[config.mk]
export PLATFORM = sky130hd
export DESIGN_NAME = cooperative_task_scheduler
export DESIGN_NICKNAME = d
export VERILOG_FILES = /design/src/sv/cts_pkg.sv /design/src/sv/cts_datapath.sv /design/src/sv/cts_ctrl.sv /design/src/sv/cooperative_task_scheduler.sv
export SDC_FILE = /design/constraint.sdc
export NUM_CORES = 1
export LEC_CHECK = 0
export ABC_AREA = 1
export BUFFER_PORTS_ARGS = -buffer_cell sky130_fd_sc_hd__buf_2
export CORE_UTILIZATION = 63
export DETAILED_ROUTE_END_ITERATION = 16
export PLACE_DENSITY = 0.81
export SYNTH_ARGS = -nofsm -noshare
export SYNTH_HDL_FRONTEND = slang
export SYNTH_SLANG_ARGS = --single-unit
[constraint.sdc]
create_clock -name clk -period 3.8 [get_ports clk]
set_input_delay 0.38 -clock clk [delete_from_list [all_inputs] [get_ports clk]]
set_output_delay 0.38 -clock clk [all_outputs]
set_load 0.02 [all_outputs]
[src/sv/cts_pkg.sv]
// Shared definitions for the cooperative task scheduler: item kinds,
// field widths and the command/status bundles between controller and datapath.
// No dependencies.
package cts_pkg;

	// Item kinds carried in s_tuser
	localparam logic [1:0] MODE_TICK     = 2'd0;
	localparam logic [1:0] MODE_ADD      = 2'd1;
	localparam logic [1:0] MODE_DISPATCH = 2'd2;
	localparam logic [1:0] MODE_CLEAR    = 2'd3;

	localparam int DEF_TASK_SLOTS = 8;
	localparam int RESULT_CAP     = 8;
	localparam int CNT_W          = $clog2(RESULT_CAP);
	localparam int SLOT_FW        = 3;
	localparam int WORD_W         = 16;
	localparam int PEND_W         = 8;
	localparam logic [PEND_W-1:0] PEND_MAX = '1;

	// Controller to datapath
	typedef struct packed {
		logic tick;       // advance every valid slot
		logic clear;      // free every slot
		logic add;        // fill first free slot, load add result
		logic empty;      // load the empty dispatch result
		logic take;       // consume scanned slot, load run result
		logic last;       // last flag for a run result
		logic scan_start; // point the scan at slot 0
		logic scan_adv;   // step the scan to the next slot
	} cts_cmd_t;

	// Datapath to controller
	typedef struct packed {
		logic any_pend;   // some slot has pending runs
		logic cur_pend;   // scanned slot has pending runs
		logic more_after; // a slot beyond the scanned one has pending runs
	} cts_stat_t;

endpackage

[src/sv/cts_datapath.sv]
// Slot table, scan pointer and result register of the task scheduler.
// Depends on cts_pkg; driven by cts_ctrl through cts_cmd_t.
module cts_datapath import cts_pkg::*; #(
	parameter int TASK_SLOTS = DEF_TASK_SLOTS
) (
	input  logic              clk,
	input  logic              arst_n,
	input  cts_cmd_t          cmd,
	input  logic [WORD_W-1:0] in_handle,
	input  logic [WORD_W-1:0] in_delay,
	input  logic [WORD_W-1:0] in_period,
	output cts_stat_t         stat,
	output logic              res_accepted,
	output logic [SLOT_FW-1:0] res_slot,
	output logic [WORD_W-1:0] res_handle,
	output logic              res_run,
	output logic              res_last
);

	localparam int IW = (TASK_SLOTS > 1) ? $clog2(TASK_SLOTS) : 1;

	logic              valid_q   [TASK_SLOTS];
	logic [PEND_W-1:0] pending_q [TASK_SLOTS];
	logic [WORD_W-1:0] handle_q  [TASK_SLOTS];
	logic [WORD_W-1:0] delay_q   [TASK_SLOTS];
	logic [WORD_W-1:0] period_q  [TASK_SLOTS];
	logic [IW-1:0]     idx_q;

	logic [TASK_SLOTS-1:0] pend_vec;
	logic [TASK_SLOTS-1:0] after_m;
	logic [IW-1:0]         free_idx;
	logic                  full;

	// Pending map, free slot search and look-ahead for the scan
	always_comb begin
		free_idx = '0;
		full     = 1'b1;
		for (int j = TASK_SLOTS - 1; j >= 0; j--) begin
			pend_vec[j] = valid_q[j] && (pending_q[j] != '0);
			after_m[j]  = (j > int'(idx_q));
			if (!valid_q[j]) begin
				free_idx = IW'(j);
				full     = 1'b0;
			end
		end
	end

	assign stat.any_pend   = |pend_vec;
	assign stat.cur_pend   = pend_vec[idx_q];
	assign stat.more_after = |(pend_vec & after_m);

	// Control state of each slot
	always_ff @(posedge clk or negedge arst_n) begin
		if (!arst_n) begin
			for (int i = 0; i < TASK_SLOTS; i++) begin
				valid_q[i]   <= 1'b0;
				pending_q[i] <= '0;
			end
		end else begin
			for (int i = 0; i < TASK_SLOTS; i++) begin
				if (cmd.clear) begin
					valid_q[i]   <= 1'b0;
					pending_q[i] <= '0;
				end else if (cmd.tick) begin
					if (valid_q[i] && delay_q[i] == '0 && pending_q[i] != PEND_MAX) begin
						pending_q[i] <= pending_q[i] + 1'b1;
					end
				end else if (cmd.add && !full && free_idx == IW'(i)) begin
					valid_q[i]   <= 1'b1;
					pending_q[i] <= '0;
				end else if (cmd.take && idx_q == IW'(i)) begin
					if (period_q[i] == '0) begin
						valid_q[i]   <= 1'b0;
						pending_q[i] <= '0;
					end else begin
						pending_q[i] <= pending_q[i] - 1'b1;
					end
				end
			end
		end
	end

	// Task words of each slot
	always_ff @(posedge clk) begin
		for (int i = 0; i < TASK_SLOTS; i++) begin
			if (cmd.tick && valid_q[i]) begin
				if (delay_q[i] == '0) begin
					if (period_q[i] != '0) begin
						delay_q[i] <= period_q[i];
					end
				end else begin
					delay_q[i] <= delay_q[i] - 1'b1;
				end
			end else if (cmd.add && !full && free_idx == IW'(i)) begin
				handle_q[i] <= in_handle;
				delay_q[i]  <= in_delay;
				period_q[i] <= in_period;
			end
		end
	end

	// Scan pointer
	always_ff @(posedge clk or negedge arst_n) begin
		if (!arst_n) begin
			idx_q <= '0;
		end else if (cmd.scan_start) begin
			idx_q <= '0;
		end else if (cmd.scan_adv) begin
			idx_q <= idx_q + 1'b1;
		end
	end

	// Result register
	always_ff @(posedge clk) begin
		if (cmd.add) begin
			res_accepted <= !full;
			res_slot     <= full ? '0 : SLOT_FW'(free_idx);
			res_handle   <= '0;
			res_run      <= 1'b0;
			res_last     <= 1'b1;
		end else if (cmd.empty) begin
			res_accepted <= 1'b0;
			res_slot     <= '0;
			res_handle   <= '0;
			res_run      <= 1'b0;
			res_last     <= 1'b1;
		end else if (cmd.take) begin
			res_accepted <= 1'b0;
			res_slot     <= SLOT_FW'(idx_q);
			res_handle   <= handle_q[idx_q];
			res_run      <= 1'b1;
			res_last     <= cmd.last;
		end
	end

endmodule

[src/sv/cts_ctrl.sv]
// Sequencer of the task scheduler: input handshake, dispatch scan and
// result valid flag. Depends on cts_pkg; commands cts_datapath.
module cts_ctrl import cts_pkg::*; (
	input  logic       clk,
	input  logic       arst_n,
	input  logic       in_valid,
	output logic       in_ready,
	input  logic [1:0] in_mode,
	output logic       out_valid,
	input  logic       out_ready,
	input  cts_stat_t  stat,
	output cts_cmd_t   cmd,
	output logic       busy
);

	localparam logic ST_IDLE = 1'b0;
	localparam logic ST_SCAN = 1'b1;

	logic             state_q;
	logic             state_d;
	logic [CNT_W-1:0] cnt_q;
	logic             out_valid_q;
	logic             out_free;
	logic             accept;

	assign out_free  = !out_valid_q || out_ready;
	assign in_ready  = (state_q == ST_IDLE) && out_free;
	assign accept    = in_valid && in_ready;
	assign out_valid = out_valid_q;
	assign busy      = (state_q == ST_SCAN);

	// Decode items and step the scan
	always_comb begin
		cmd     = '0;
		state_d = state_q;
		case (state_q)
			ST_IDLE: begin
				if (accept) begin
					case (in_mode)
						MODE_TICK:  cmd.tick  = 1'b1;
						MODE_ADD:   cmd.add   = 1'b1;
						MODE_CLEAR: cmd.clear = 1'b1;
						MODE_DISPATCH: begin
							if (stat.any_pend) begin
								cmd.scan_start = 1'b1;
								state_d        = ST_SCAN;
							end else begin
								cmd.empty = 1'b1;
							end
						end
						default: cmd = '0;
					endcase
				end
			end
			ST_SCAN: begin
				if (stat.cur_pend) begin
					if (out_free) begin
						cmd.take = 1'b1;
						cmd.last = !stat.more_after || cnt_q == CNT_W'(RESULT_CAP - 1);
						if (cmd.last) begin
							state_d = ST_IDLE;
						end else begin
							cmd.scan_adv = 1'b1;
						end
					end
				end else begin
					cmd.scan_adv = 1'b1;
				end
			end
			default: state_d = ST_IDLE;
		endcase
	end

	// State, result count and output valid
	always_ff @(posedge clk or negedge arst_n) begin
		if (!arst_n) begin
			state_q     <= ST_IDLE;
			cnt_q       <= '0;
			out_valid_q <= 1'b0;
		end else begin
			state_q <= state_d;
			if (cmd.scan_start) begin
				cnt_q <= '0;
			end else if (cmd.take) begin
				cnt_q <= cnt_q + 1'b1;
			end
			if (cmd.add || cmd.empty || cmd.take) begin
				out_valid_q <= 1'b1;
			end else if (out_ready) begin
				out_valid_q <= 1'b0;
			end
		end
	end

endmodule

[src/sv/cooperative_task_scheduler.sv]
// Time-triggered cooperative task scheduler, top level.
// Depends on cts_pkg, cts_ctrl and cts_datapath.
//
// Input channel s_*: s_tuser carries the item kind (tick, add, dispatch,
// clear); s_tdata carries handle, start delay and period for an add.
// Output channel m_*: one item per add, one per pending slot for a
// dispatch (at most eight, in slot order), or one empty item for a
// dispatch with nothing pending; m_tlast marks the final item.
// Tick and clear give no item. An add gives its item on the cycle after
// acceptance. A dispatch walks the slot table with one scan pointer, one
// slot per cycle unless a pending slot waits for the output register;
// the next item is accepted once the walk has ended.
// One result register sits on the output: an item is accepted while a
// result waits only if that result is taken in the same cycle. A stalled
// receiver holds the result; the walk still steps over idle slots and
// stops at the next slot with pending runs until the result is taken.
// Reset empties the table; no reset pass is needed.
module cooperative_task_scheduler import cts_pkg::*; #(
	parameter int TASK_SLOTS = DEF_TASK_SLOTS
) (
	input  logic        clk,
	input  logic        arst_n,
	input  logic        s_tvalid,
	output logic        s_tready,
	input  logic [47:0] s_tdata,  // task_handle[15:0], start_delay[31:16], repeat_period[47:32]
	input  logic [1:0]  s_tuser,  // mode[1:0]
	output logic        m_tvalid,
	input  logic        m_tready,
	output logic [23:0] m_tdata,  // accepted[0], slot[3:1], run_handle[19:4], run_now[20], zero
	output logic        m_tlast
);

	cts_cmd_t           cmd;
	cts_stat_t          stat;
	logic               busy;
	logic               res_accepted;
	logic [SLOT_FW-1:0] res_slot;
	logic [WORD_W-1:0]  res_handle;
	logic               res_run;

	cts_ctrl u_ctrl (
		.clk       (clk),
		.arst_n    (arst_n),
		.in_valid  (s_tvalid),
		.in_ready  (s_tready),
		.in_mode   (s_tuser),
		.out_valid (m_tvalid),
		.out_ready (m_tready),
		.stat      (stat),
		.cmd       (cmd),
		.busy      (busy)
	);

	cts_datapath #(
		.TASK_SLOTS (TASK_SLOTS)
	) u_dp (
		.clk          (clk),
		.arst_n       (arst_n),
		.cmd          (cmd),
		.in_handle    (s_tdata[15:0]),
		.in_delay     (s_tdata[31:16]),
		.in_period    (s_tdata[47:32]),
		.stat         (stat),
		.res_accepted (res_accepted),
		.res_slot     (res_slot),
		.res_handle   (res_handle),
		.res_run      (res_run),
		.res_last     (m_tlast)
	);

	assign m_tdata = {3'b000, res_run, res_handle, res_slot, res_accepted};

	// Consume only a slot that has pending runs
	a_take_pending: assert property (@(posedge clk) disable iff (!arst_n)
		cmd.take |-> stat.cur_pend)
		else $error("slot consumed without pending runs");

	// A walk always has a pending slot to reach
	a_scan_pending: assert property (@(posedge clk) disable iff (!arst_n)
		busy |-> stat.any_pend)
		else $error("dispatch walk with no pending slot");

	// At most one result load per cycle
	a_one_load: assert property (@(posedge clk) disable iff (!arst_n)
		$onehot0({cmd.add, cmd.empty, cmd.take}))
		else $error("two result loads in one cycle");

	// A run result never reports an add as accepted
	a_run_fields: assert property (@(posedge clk) disable iff (!arst_n)
		(m_tvalid && m_tdata[20]) |-> !m_tdata[0])
		else $error("run result with accepted set");

endmodule

* Yosys cells after proc, flatten, opt, wreduce, memory -nomap -nowiden *
Memories as Yosys holds them, arrays and structs flattened. A register that Yosys moved wholly into a read port is not among the register bits.
Index checks and enable logic that the tools add are counted.

operators by class
  $add $sub $neg = 26
  multiply operators = 0
  divide/modulo/power cells = 0
  order comparisons = 8
  equal/unequal tests = 35
  shift-type cells = 0
  multiplexer cells = 278
  bitwise gates (word level) = 18
  reduce and logical (&&, ||, !) cells = 154

operators with widths
  operator               count
  $mux 16                30
  $mux 8                 49
  $logic_not 16->1       16
  $reduce_or 16->1       14
  $mux 1                 162
  $reduce_bool 16->1     8
  $sub 16x1->16 const B  8
  $mux 3                 30
  $add 8x1->8 const B    8
  $ne 8x8->1 const B     8
  $reduce_bool 8->1      8
  $sub 8x1->8 const B    8
  $logic_and 1x1->1      51
  $reduce_bool 3->1      17
  $reduce_bool 4->1      8
  $eq 3x3->1 const B     9
  $ne 3x3->1 const B     8
  $reduce_and 3->1       8
  $or 1x1->1             16
  $reduce_and 2->1       8
  $reduce_or 8->1        2
  $eq 3x2->1 const B     4
  $gt 3x3->1 const A     4
  $and 8x8->8            1
  other kinds (20)       34

storage, ports and cells
  flip-flop bits (word level) = 86
  bits in latches = 0
  RAM bits = 384
  bits in read-only memories = 0
  input bits = 54
  output and inout port bits = 27
  memories kept = 3

memory list
  name           words  bits a word  read ports  clocked after Yosys merged registers in  write ports  line                source
  u_dp.delay_q   8      16           8           0                                        8            cts_datapath.sv:25  logic [WORD_W-1:0] delay_q [TASK_SLOTS];
  u_dp.handle_q  8      16           1           1                                        1            cts_datapath.sv:24  logic [WORD_W-1:0] handle_q [TASK_SLOTS];
  u_dp.period_q  8      16           8           0                                        1            cts_datapath.sv:26  logic [WORD_W-1:0] period_q [TASK_SLOTS];

* Depth between registers and ports, before layout *
  word-level depth = 22
  depth in mapped cells = 17

* By module *
Synthesis repeated with hierarchy kept, for this count alone.

second synthesis, totals
  cells, all modules = 2869
  area total of the unflattened synthesis = 25744.7 sq um

by module, submodules not included
  module                      times used  cells each  area an instance (sq um)  sequential area each (sq um)
  cts_datapath                1           2812        25309.3                   13888.3
  cts_ctrl                    1           51          394.1                     125.1
  cooperative_task_scheduler  1           6           41.3                      0.0

* Least setup slack after synthesis *
No wires, ideal clock.

  path type = reg-to-reg
  from = reg u_ctrl.out_valid_q, in the netlist u_ctrl.out_valid
  to = mem u_dp.delay_q[2][0] (enable)
  setup time = 414 ps
  data arrival time = 2723 ps
  required time = 3386 ps
  path slack = 663 ps
  stages on the path, launching flop included = 9
  buffers on the path = 3
  cells stage by stage = dfrtp_1 > inv_1 > nor2_4 > nor3_4 > nand2_2 > buf_2 > buf_2 > clkbuf_1 > o31ai_1

RTL lines
  element                 line                source
  from (decl)             cts_ctrl.sv:22      logic out_valid_q;
  from (signal assigned)  cts_ctrl.sv:79      out_valid_q <= 1'b0;
  from (signal assigned)  cts_ctrl.sv:88      out_valid_q <= 1'b1;
  from (signal assigned)  cts_ctrl.sv:90      out_valid_q <= 1'b0;
  to (decl)               cts_datapath.sv:25

* Worst setup path after layout *
  from = reg u_dp.idx_q[2]
  to = reg u_dp.res_handle[5] (read register of u_dp.handle_q)

between the ends
  cells in the longest elaborated chain, start to end = 4

ends and longest elaborated chain
  element                       line                 source
  from (decl)                   cts_datapath.sv:27   logic [IW-1:0] idx_q;
  from (signal assigned)        cts_datapath.sv:109  idx_q <= idx_q + 1'b1;
  $bmux 1 s3                    cts_datapath.sv:49   assign stat.cur_pend = pend_vec[idx_q];
  $mux 1 (not written as such)  cts_datapath.sv:49
  $mux 2                        cts_ctrl.sv:56       if (stat.cur_pend) begin
  $pmux 2 s2                    cts_ctrl.sv:36       case (state_q)
  to (decl)                     cts_datapath.sv:15   output logic [WORD_W-1:0] res_handle,

Several ways; a longest one is shown, not always the timed one. The select of a mux whose other input is x is not followed.
A chain may end at the register's enable or synchronous reset.

==> key figures <==
GRT
  – Overflow after GRT: 0
  – Initial antenna violation count: 4
  – Largest net degree at the start of global routing: a little over 70
  – Vias in the first global route: between 15k and 20k
  – GRT Total Usage: about a third
  – First-pass GRT wire length: between 100 and 150 mm

Critical path
  – Worst R2R Start: u_dp.idx_q[2]
  – Arrival @ worst endpoint: roughly 3.6 ns
  – Critical path's top delay family: simple AND/OR/NAND/NOR gates
  – Crit Reg-Reg Endpoint: u_dp.res_handle[5]
  – CP most frequent cell: nand2_1
  – Worst path slowest cell: dfrtp_1
  – Cells on worst reg2reg path: 12
  – Reg2Reg Setup Slack: 0.74 ns
  – Critical Path Max Stage Delay: between 0.5 and 0.6 ns
  – CP Class: flip-flop to flip-flop
  – Crit path launch type: flip-flop
  – Critical path data required time: 4.31 ns
  – Worst setup EP type: flip-flop
  – Crit-path cells: inv_1 > nand3_1 > inv_1 > nand2_1 > nand2_1 > nor2_1 > nand2_2 > nor2_8 > nand2_2 > inv_2 > nand2_1 > a21oi_1
  – Cell depth of the worst setup path: 12
  – Crit path buf inv count: 3
  – Max FO, Critical Path: 23

Placed design
  – Placer congestion estimate: 0.975
  – Final HPWL from detailed placement: between 40 and 50 mm
  – Post-DP Area: about 26,000 µm²
  – PortBufs: 77

Timing
  – Final TNS setup: 0 ns
  – Slew Limit Fails: 0
  – Worst-Margin Slew: approximately 1.0 ns
  – Final Cycle Share: about four fifths
  – Clk_skew: roughly 0.028 ns
  – Period minus WS final: roughly 3.1 ns
  – RSZ-0062 raised after global routing: false
  – Slew margin rel.: a little under a third
  – Peak Freq: roughly 330 MHz
  – Endpoints failing setup: 0
  – Fin. Hold Viols: 0

Route
  – WL final: 68.7 mm
  – 1st-iter DRT viols: about 2.3k
  – DRC: 0
  – Vias/cell: around 6.2
  – Vias: between 20k and 25k
  – First-pass DRT Iterations: 6
  – Routed len/inst: 20.7 µm
  – Routed Antenna Nets: 0

Power
  – Pwr dens: roughly 600 nW/µm²
  – LEAKAGE: approximately 11 nW
  – Worst vdd ir: 609 µV

Worst hold path
  – Hold/Removal Path Class: input pin to flip-flop
  – Hold Crit Start: s_tdata[1]
  – WHS Endpoint: u_dp.handle_q[5][1]
  – WHS Path Cells: 1

Clocking
  – Post-CTS sizing: 0
  – H-tree levels: 2
  – Clock buffer depth: 3
  – Cts bufs inserted: 49
  – CTS Root Cell: clkbuf_16
  – Worst-path clk slew: approximately 0.07 ns
  – CTS sink count: just under 500
  – CTS tree: yes
  – Worst skew pair latency: around 0.61 ns

Floorplanning
  – CORE AREA: around 39,000 µm²
  – # IOs: 81
  – Row cnt: 72
  – Starting Density: ~64%
  – Die Ht: 202 µm
  – Die ar.: just over 40,000 µm²
  – Die Wd: 202 µm

Yosys
  – Count of cell types in the netlist: 48
  – Mapped Area: approximately 25,000 µm²
  – Primary FF master, synth: edfxtp_1
  – Sequential element share of the synthesized area: between 50% and 60%
  – #FFs+latches synth: 486
  – FFs w/ async S/R, synth: roughly 16%
  – Avg Cell Area, Syn: 9.34 µm²
  – Yosys Warn Count: 0
  – Post-synth EDFFs: 388
  – Cells after synthesis: about 2.7k

Finish
  – Layout cell share with drive strength beyond 1: about a tenth
  – Design Area, Final: about 28,000 µm²
  – Syn-to-layout area delta: 9.86%
  – Final-stage net count: ~2.9k

Outcome
  – Status: complete, no violations

Run
  – Max cap viols: 0
==> area by class of cell <==
class | count | area, µm²
Clock buffer | 62 | 1310
Antenna cell | 3 | 7.51
Fill cell | 2773 | 11400
Sequential cell | 486 | 14000
Tap cell | 518 | 648
Multi-Input combinational cell | 1861 | 9750
Timing Repair Buffer | 111 | 671
Clock inverter | 27 | 249
Inverter | 257 | 965
==> timing repair <==
item / CTS / global route
buffers inserted: 0 / 0
hold buffers: 1 / 0
hold endpoints to repair: 65 / 0
==> cells by family (layout without fill, tap and decap cells) <==
| group | Yosys count | after routing | share of synthesized area, % |
|---|---|---|---|
| AOI/OAI and AO/OA | 340 | 340 | 8.60 |
| DFF | 486 | 486 | 55.8 |
| and+or+nand+nor | 1353 | 1353 | 23.8 |
| buffers and inverters | 345 | 457 | 5.51 |
| xor gates and xnor gates | 127 | 127 | 4.43 |
| adders and majority gates | 38 | 38 | 1.89 |
| other | 1 | 6 | 0.0149 |
==> where the power goes <==
| part | leakage (nW) | switching (mW) | internal, mW |
|---|---|---|---|
| clock | 0.760 | 2.06 | 2.71 |
| sequential | 4.68 | 0.712 | 6.45 |
| combinational | 5.83 | 3.00 | 1.63 |
| total | 11.3 | 5.76 | 10.8 |
==> cell usage after synthesis, types with 7 or more instances <==
cell type / count / area (µm²)
o221ai_1: 19 / 166
xnor2_1: 48 / 420
ha_1: 38 / 475
o21ai_1: 9 / 45.0
nor2_1: 298 / 1120
clkbuf_1: 32 / 120
inv_2: 22 / 82.6
a22oi_1: 16 / 120
o31ai_1: 8 / 60.1
nor4_1: 34 / 213
xor2_1: 79 / 692
nand3_2: 19 / 190
buf_4: 10 / 75.1
o21ai_0: 116 / 581
nand4_1: 118 / 738
a21oi_1: 54 / 270
o211ai_1: 50 / 375
buf_2: 42 / 210
o22ai_1: 12 / 75.1
nand2_2: 8 / 50.1
inv_1: 235 / 882
dfrtp_1: 80 / 2000
a31oi_1: 27 / 169
a221oi_1: 7 / 61.3
edfxtp_1: 388 / 11700
nand3_1: 151 / 756
nor3_1: 28 / 140
dfxtp_1: 18 / 360
nand2_1: 662 / 2480
or2_2: 15 / 93.8
==> worst max path at each step <==
stage,start,endpoint,slack (ns)
global placement,u_dp.idx_q[2],u_dp.res_handle[15],0.93
detailed placement,u_dp.idx_q[2],u_dp.res_handle[15],0.85
finish,u_dp.idx_q[2],u_dp.res_handle[5],0.74
CTS,u_dp.idx_q[2],u_dp.res_handle[5],0.77
floorplan,u_ctrl.out_valid,u_dp.delay_q[2][0],0.66
global route,u_dp.idx_q[2],u_dp.res_handle[5],0.46
==> metrics by stage <==
stage,hold slack [ns],setup WS [ns],utilization [%],std cells,total power [mW]
after floorplan,0.0844,0.663,-,2692,10.5
after global placement,0.452,0.933,66.8,3232,11.6
after detailed placement,0.455,0.849,66.8,3232,11.7
after CTS,0.0238,0.767,70.8,3322,16.5
after global routing,0.0358,0.463,70.8,3322,17.4
final,0.0486,0.744,70.8,3325,16.6
==> sequential cells by signal (all words and copies together), names as in the netlist <==
register	cells
u_dp.res_accepted	1
u_dp.res_handle	16
u_dp.valid_q	8
u_dp.delay_q	128
u_ctrl.busy	1
u_dp.res_slot	3
u_dp.period_q	128
u_dp.handle_q	128
u_ctrl.out_valid	1
u_dp.pending_q	64
u_dp.res_last	1
u_dp.idx_q	3
u_ctrl.cnt_q	3
u_dp.res_run	1
==> per-layer routing <==
| layer | vias to the layer above | share of wire (%) | global-route usage [%] |
|---|---|---|---|
| met2 | 1178 | 46 | 53.5 |
| met3 | 265 | 10 | 6.49 |
| met4 | 6 | 5.7 | 19.4 |
| met1 | 9616 | 38 | 44.4 |
| li1 | 9435 | - | - |
| met5 | - | 0.050 | 0 |
==> placed cells by master (no fill, tap or decap), types with 22 or more instances in the layout <==
master | synthesis | final
buf_2 | 42 | 76
nand3_1 | 151 | 151
nand2_1 | 662 | 662
buf_4 | 10 | 32
xor2_1 | 79 | 79
a31oi_1 | 27 | 27
nor2_1 | 298 | 298
ha_1 | 38 | 38
nand4_1 | 118 | 118
nor4_1 | 34 | 34
o21ai_0 | 116 | 116
clkbuf_16 | 0 | 50
nor3_1 | 28 | 28
edfxtp_1 | 388 | 388
o211ai_1 | 50 | 50
dfrtp_1 | 80 | 80
inv_1 | 235 | 235
inv_2 | 22 | 22
a21oi_1 | 54 | 54
xnor2_1 | 48 | 48
Power figures use the tool's default switching activity.
